File: src/rtl/core/ppam_pkg.sv
// types, codes and helpers shared by the public/private address map
`default_nettype none

package ppam_pkg;

    localparam int ADDR_W = 64;
    localparam int PORT_W = 16;

    localparam logic [1:0] OP_ADD      = 2'd0;
    localparam logic [1:0] OP_PUB2PRIV = 2'd1;
    localparam logic [1:0] OP_PRIV2PUB = 2'd2;

    localparam logic FAM_IPV4 = 1'b0;

    typedef enum logic [1:0] {
        ST_TRANSLATED = 2'd0,
        ST_PASSED     = 2'd1,
        ST_ADDED      = 2'd2,
        ST_FULL       = 2'd3
    } ppam_status_t;

    typedef struct packed {
        logic [1:0]        op;
        logic              family;
        logic [ADDR_W-1:0] addr_high;
        logic [ADDR_W-1:0] addr_low;
        logic [PORT_W-1:0] port_number;
        logic              pair_family;
        logic [ADDR_W-1:0] pair_addr_high;
        logic [ADDR_W-1:0] pair_addr_low;
    } ppam_req_t;

    typedef struct packed {
        logic [1:0]        status;
        logic              out_family;
        logic [ADDR_W-1:0] out_addr_high;
        logic [ADDR_W-1:0] out_addr_low;
        logic [PORT_W-1:0] out_port;
    } ppam_rsp_t;

    typedef struct packed {
        logic              pub_family;
        logic [ADDR_W-1:0] pub_high;
        logic [ADDR_W-1:0] pub_low;
        logic              priv_family;
        logic [ADDR_W-1:0] priv_high;
        logic [ADDR_W-1:0] priv_low;
    } ppam_entry_t;

    typedef struct packed {
        logic              done;
        logic [1:0]        op;
        logic              family;
        logic [ADDR_W-1:0] addr_high;
        logic [ADDR_W-1:0] addr_low;
        logic [PORT_W-1:0] port;
        ppam_status_t      status;
        logic              res_family;
        logic [ADDR_W-1:0] res_high;
        logic [ADDR_W-1:0] res_low;
    } ppam_token_t;

    function automatic logic addr_match(
        input logic              fam_a,
        input logic [ADDR_W-1:0] high_a,
        input logic [ADDR_W-1:0] low_a,
        input logic              fam_b,
        input logic [ADDR_W-1:0] high_b,
        input logic [ADDR_W-1:0] low_b
    );
        logic same;
        if (fam_a != fam_b)
            same = 1'b0;
        else if (fam_a == FAM_IPV4)
            same = (low_a[31:0] == low_b[31:0]);
        else
            same = (high_a == high_b) && (low_a == low_b);
        return same;
    endfunction

endpackage

`default_nettype wire

File: src/rtl/core/ppam_cell.sv
// one table entry with its compare stage in the lookup chain
`default_nettype none

module ppam_cell
    import ppam_pkg::*;
#(
    parameter int INDEX   = 0,
    parameter int COUNT_W = 5
) (
    input  wire logic               clk,
    input  wire logic               rst_n,
    input  wire logic               advance,
    input  wire logic [COUNT_W-1:0] entry_count,
    input  wire logic               wr_en,
    input  wire ppam_entry_t        wr_entry,
    input  wire logic               busy_in,
    input  wire ppam_token_t        token_in,
    output logic                    busy_out,
    output ppam_token_t             token_out
);

    localparam logic [COUNT_W-1:0] MY_INDEX = COUNT_W'(INDEX);

    ppam_entry_t entry_reg;
    logic        busy_reg;
    ppam_token_t token_reg;
    ppam_token_t token_next;
    logic        hit;

    always_comb
    begin
        token_next = token_in;
        if (token_in.op == OP_PUB2PRIV)
            hit = addr_match(token_in.family, token_in.addr_high, token_in.addr_low,
                             entry_reg.pub_family, entry_reg.pub_high, entry_reg.pub_low);
        else
            hit = addr_match(token_in.family, token_in.addr_high, token_in.addr_low,
                             entry_reg.priv_family, entry_reg.priv_high,
                             entry_reg.priv_low);
        hit = hit && !token_in.done && (MY_INDEX < entry_count);
        if (hit)
        begin
            token_next.done   = 1'b1;
            token_next.status = ST_TRANSLATED;
            if (token_in.op == OP_PUB2PRIV)
            begin
                token_next.res_family = entry_reg.priv_family;
                token_next.res_high   = entry_reg.priv_high;
                token_next.res_low    = entry_reg.priv_low;
            end
            else
            begin
                token_next.res_family = entry_reg.pub_family;
                token_next.res_high   = entry_reg.pub_high;
                token_next.res_low    = entry_reg.pub_low;
            end
        end
    end

    // entry storage, written once at its turn in the fill order
    always_ff @(posedge clk)
    begin
        if (wr_en && (entry_count == MY_INDEX))
            entry_reg <= wr_entry;
    end

    always_ff @(posedge clk or negedge rst_n)
    begin
        if (!rst_n)
            busy_reg <= 1'b0;
        else if (advance)
            busy_reg <= busy_in;
    end

    always_ff @(posedge clk)
    begin
        if (advance)
            token_reg <= token_next;
    end

    assign busy_out  = busy_reg;
    assign token_out = token_reg;

endmodule

`default_nettype wire

File: config.mk
export PLATFORM = sky130hd
export DESIGN_NAME = ppam_cell
export DESIGN_NICKNAME = d
export VERILOG_FILES = /design/src/rtl/core/ppam_pkg.sv /design/src/rtl/core/ppam_cell.sv
export SDC_FILE = /design/constraint.sdc
export NUM_CORES = 1
export LEC_CHECK = 0
export ABC_AREA = 1
export BUFFER_PORTS_ARGS = -buffer_cell sky130_fd_sc_hd__buf_2
export CAP_MARGIN = 20
export CORE_AREA = 2 2 323 325
export CTS_BUF_LIST = sky130_fd_sc_hd__clkbuf_16
export CTS_CLUSTER_DIAMETER = 100
export DETAILED_ROUTE_END_ITERATION = 10
export DIE_AREA = 0 0 325 327
export SLEW_MARGIN = 20
export SYNTH_ARGS = -nofsm -noshare
export SYNTH_HDL_FRONTEND = slang
export SYNTH_SLANG_ARGS = --single-unit
File: constraint.sdc
create_clock -name clk -period 2.3 [get_ports clk]
set_input_delay 0.575 -clock clk [delete_from_list [all_inputs] [get_ports clk]]
set_output_delay 0.575 -clock clk [all_outputs]
set_load 0.02 [all_outputs]
* Word-level counts from Yosys, hierarchy flattened
Index checks and enable logic that the tools add are counted.
** Word-level totals
- Register bits after elaboration :: 538
- Bits in latches :: 0
- RAM bits :: 0
- Bits in read-only memories :: 0
- Bits of input ports :: 547
- Output and inout bits :: 280
- Word-level logic and storage cells :: 41
- Memories :: 0
** Operators by class
- Add/subtract/negate cells :: 0
- Multipliers :: 0
- Divide/modulo/power cells :: 0
- Magnitude comparators :: 1
- Equality and inequality tests :: 9
- Shift operators :: 0
- Muxes and demuxes :: 7
- Bitwise gates (word level) :: 0
- Reduce and logical (&&, ||, !) cells :: 7
** Operators by type and width (number)
- $mux W129 :: 2
- $eq A64 B64 Y1 :: 4
- $eq A32 B32 Y1 :: 2
- $logic_and A1 B1 Y1 :: 5
- $logic_not A5 Y1 :: 1
- $lt A1 B5 Y1 const A :: 1
- $mux W1 :: 5
- $eq A2 B1 Y1 const B :: 1
- $ne A1 B1 Y1 :: 2
- $logic_not A1 Y1 :: 1

* Depth between registers and ports, before layout
- Depth after elaboration :: 8
- Gate-level depth with buffers :: 19
- Mapped depth without buffers :: 17

* Least setup slack after synthesis
No wires, ideal clock.
- Kind :: input -> register
- From :: in entry_count[1]
- To :: reg entry_reg[0] (netlist name), enable pin
- Setup time :: 0.881 ns
- Arrival :: 11.517 ns
- Required time :: 1.419 ns
- Path slack :: -10.098 ns
- Cell stages on the path :: 3
- Path buffers :: 0
- Cell sequence :: nor3_1 -> nand2_1 -> nor2_1
** On the way
- Cells in the longest elaborated chain, start to end :: 2
** RTL lines
- start: declaration :: RTL line ppam_cell.sv:13 : input wire logic [COUNT_W-1:0] entry_count,
- $logic_not A5 Y1 :: RTL line ppam_cell.sv:63 : if (wr_en && (entry_count == MY_INDEX))
- $logic_and A1 B1 Y1 :: RTL line ppam_cell.sv:63
- end signal: assignment :: RTL line ppam_cell.sv:64 : entry_reg <= wr_entry;
- end: declaration :: RTL line ppam_cell.sv:24 : ppam_entry_t entry_reg;
No other way between the ends.
A chain may end at the register's enable or synchronous reset.

==> metrics.csv <==
stage,metric,value,unit
run_status,outcome,"complete, but fails checks",
run_status,failing checks,setup timing,
place,Area after DPL,0.03239,mm²
synth,Yosys top cell area share,68.10,%
synth,"Distinct cells, synth",28,
power_and_ir_drop,Pleak,16.09,nW
worst_setup_path,startpoint types,flip-flop,
sta,"Period Utilization, post-route",119.3,%
synth,sequential-to-total area share from yosys stat,68.21,%
clock_network,root buffer cell,clkbuf_16,
worst_setup_path,r2r setup slk,-0.44,ns
floorplanning,DIE HEIGHT,327,µm
drt,final WL,120.5,mm
drt,detailed-route DRC error count,0,
synth,Synth Net Count,2750,
drt,Vias/cell,4.422,
power_and_ir_drop,Pint,18.68,mW
clock_network,clk slew on worst S/H paths,0.06,ns
floorplanning,number of cell rows,118,
clock_network,Clock Sink Count,538,
flow_run,# Max-Cap Violations,0,
floorplanning,starting utilization of the core area,23.01,%
clock_network,CTS Buf Count,67,
min_path,hold_sp,wr_entry[9],
floorplanning,Placeable Area,0.1029,mm²
worst_setup_path,worst reg2reg path startpoint,entry_reg[229]$_DFFE_PP_,
floorplanning,DIE AREA,0.1063,mm²
final_layout,max reg flops,279,
sta,fin crit period,2.744,ns
sta,"Hold Vio Cnt, Final",0,
power_and_ir_drop,Flop pwr share,45.0,%
global_route,largest net degree at the start of global routing,66,
drt,DRT iter0 DRCs,1856,
place,placed insts,4684,
sta,unrepaired setup endpoints after global routing,true,
place,GP Congestion,0.8903,
worst_setup_path,worst path required time,2.66,ns
synth,"FFs w/ async S/R, synth",0.1859,%
worst_setup_path,Critical Path AT,3.11,ns
final_layout,design area,0.03582,mm²
power_and_ir_drop,reported net switching power,6.682,mW
sta,final setup violating endpoints,132,
synth,Mapped Area,0.02368,mm²
final_layout,fin cells,4845,
place,PortBufs,826,
sta,Achievable Freq,364.5,MHz
synth,Post-Synthesis Cells,2203,
synth,ys flop type,edfxtp_1,
global_route,number of global-route vias before repair,20550,
floorplanning,I/O pins,827,
synth,post-synthesis cell type with the largest combined area,edfxtp_1,
worst_setup_path,Setup crit end kind,flip-flop,
synth,Mean Syn Cell Area,10.75,µm²
final_layout,final core occ,34.81,%
synth,Synth area leaders,"edfxtp_1 (68%), nand2_1 (13%), nand4_1 (4.4%)",
power_and_ir_drop,worst vdd ir,637.8,µV
drt,Vias,21430,
drt,Routed wire per std cell,24.88,µm
drt,Final ANT Viol Nets,0,
global_route,first-pass GRT wire length,158.0,mm
min_path,worst hold endpoint,entry_reg[9]$_DFFE_PP_,
clock_network,clk_lat worst skew,0.63,ns
worst_setup_path,"slowest stage delay, CP",0.43,ns
place,detailed placer's ending HPWL,95.90,mm
place,Place WS,-1.190,ns
sta,Setup WS post-layout,-0.4435,ns
final_layout,NumNets Final,3947,
sta,worst setup skew after layout,0.02063,ns
global_route,initial antenna violation count,47,
worst_setup_path,"critical path fanouts, max",9,
worst_setup_path,CP Cell Sequence,"xnor2_2, buf_4, nand2_4, nor3_4, buf_6, nand3_4, nor2_4, nand2_2, nand2_2, nand2_4, nand2_8, nand3_4, buf_12, clkbuf_16, nand2_1, nand2_1",
drt,first-pass detailed-route iteration total,6,
clock_network,CTS tree,yes,
min_path,WHS Path Cells,1,
clock_network,CTS H-tree lvls,3,
worst_setup_path,Worst R2R Path Depth,16,
global_route,GRT Total Usage,21.44,%
synth,synth warn,0,
power_and_ir_drop,clock share of power,41.7,%
sta,Worst-Margin Slew,0.7829,ns
synth,Post-synth EDFFs,537,
clock_network,Clock Path Buffers,3,
final_layout,fraction of layout cells with a size suffix above 1,42.62,%
synth,Yosys reg bits,538,
worst_setup_path,slowest CP cell,edfxtp_1,
global_route,gr ovfl total,0,
floorplanning,die width,325,µm
worst_setup_path,Worst R2R End,token_out[52]$_DFFE_PP_,
worst_setup_path,Setup CP Type,flip-flop to flip-flop,
min_path,hold crit path type,primary input to flip-flop,
power_and_ir_drop,sw frac,26.35,%
power_and_ir_drop,combinational share of power,13.3,%
sta,final slew viol count,0,
power_and_ir_drop,Power per Cell Area,707.9,mW/mm²
sta,max_slew headroom,47.25,%
final_layout,Area growth syn-to-layout,51.29,%
sta,Setup TNS,-53.00,ns
power groups by stage:
stage,clock (mW),combinational [mW],sequential [mW]
after global placement,0,3.14,11.6
final,10.6,3.36,11.4
after detailed placement,0,3.16,11.6
after global routing,11.1,3.58,11.5
after CTS,10.8,3.24,11.4
after floorplan,0,0.691,12.1
how the worst max path moves through the flow:
stage / slack [ns] / to / startpoint / cells past startpoint
after global placement: -1.19 / token_out[105]$_DFFE_PP_ / token_in[247] / 16
final: -0.44 / token_out[52]$_DFFE_PP_ / entry_reg[229]$_DFFE_PP_ / 16
after global routing: -0.53 / token_out[31]$_DFFE_PP_ / entry_reg[229]$_DFFE_PP_ / 16
after floorplan: -2.80 / entry_reg[0]$_DFFE_PP_ / entry_count[1] / 3
after CTS: -0.44 / token_out[40]$_DFFE_PP_ / entry_reg[235]$_DFFE_PP_ / 16
after detailed placement: -1.19 / token_out[105]$_DFFE_PP_ / token_in[247] / 16
worst max-delay path: cells and delay by family (launching register included):
family        cells  cell delay, ns
buf+inv           4            0.71
simple gates     11            1.05
flops             1            0.43
xor+xnor          1            0.28
logic make-up (layout without fill, tap and decap cells):
| kind of cell | count (synthesis) | in the layout | share of synthesized area [%] |
|---|---|---|---|
| DFF | 538 | 538 | 68.21 |
| other | 0 | 11 | 0 |
| buffers and inverters | 296 | 1547 | 5.115 |
| and+or+nand+nor | 1131 | 1131 | 19.98 |
| AOI/OAI and AO/OA | 136 | 136 | 2.912 |
| xor gates and xnor gates | 101 | 101 | 3.736 |
| muxes | 1 | 1 | 0.04755 |
synth_stat cells (3+ instances only):
cell type  number
edfxtp_1      537
o21ai_0       121
clkbuf_1       44
buf_2          26
buf_1           3
nand2_1       816
o21ai_1        10
xnor2_1        61
inv_1         200
nor3_1         12
or2_2           8
nand3_1        16
inv_2          11
buf_6           8
nor2_1        108
xor2_1         40
nand4_1       166
layout by cell type, fill, tap and decap left out, types with 6 or more instances in the layout:
cell       Yosys  layout
buf_12         0      43
buf_16         0       6
buf_2         26     825
buf_4          2     318
buf_6          8       6
bufinv_16      0       6
clkbuf_16      0      78
clkinv_1       2      15
clkinv_2       0       6
diode_2        0      11
edfxtp_1     537     537
inv_1        200     210
inv_2         11      10
inv_6          0       9
nand2_1      816     710
nand2_2        2      68
nand2_4        0      38
nand3_1       16      14
nand4_1      166     166
nor2_1       108      94
nor2_2         0       9
o21ai_0      121     119
o21ai_1       10      11
or2_2          8       8
xnor2_1       61      55
xnor2_2        0       6
xor2_1        40      38
metrics by stage:
stage / power, mW / hold WS [ns]
6_report: 25.36 / 0.1178
4_1_cts: 25.46 / 0.06922
3_5_place_dp: 14.78 / 0.3517
5_1_grt: 26.12 / 0.07968
2_1_floorplan: 12.79 / 0.2794
3_3_place_gp: 14.76 / 0.3509
per-layer routing:
layer / vias up / global-route usage [%] / share of wire (%) / wire [µm]
li1: 9884 / - / - / -
met2: 1022 / 35.65 / 47 / 57080
met1: 10260 / 27.96 / 42 / 50330
met5: - / 0 / 0.24 / 284
met4: 48 / 5.707 / 3.0 / 3670
met3: 216 / 5.081 / 7.6 / 9153
what timing repair did:
action	CTS	global route
endpoints found under the setup margin	132	132
setup buffers	6	4
hold buffers	1	0
cloned	4	14
gates resized for setup	65	142
hold endpoints to repair	1	0
pin swaps	15	17
area by class of cell:
class | count | area [µm²]
sequential | 538 | 16150
clock inverter | 55 | 474.2
inverter | 213 | 807.0
fill | 10400 | 67080
clock buffer | 68 | 1702
tap | 1380 | 1727
antenna | 11 | 27.53
multi-input combinational | 1369 | 7019
timing repair buffer | 1211 | 7918
Note: power is estimated with default switching activity, not from simulation.
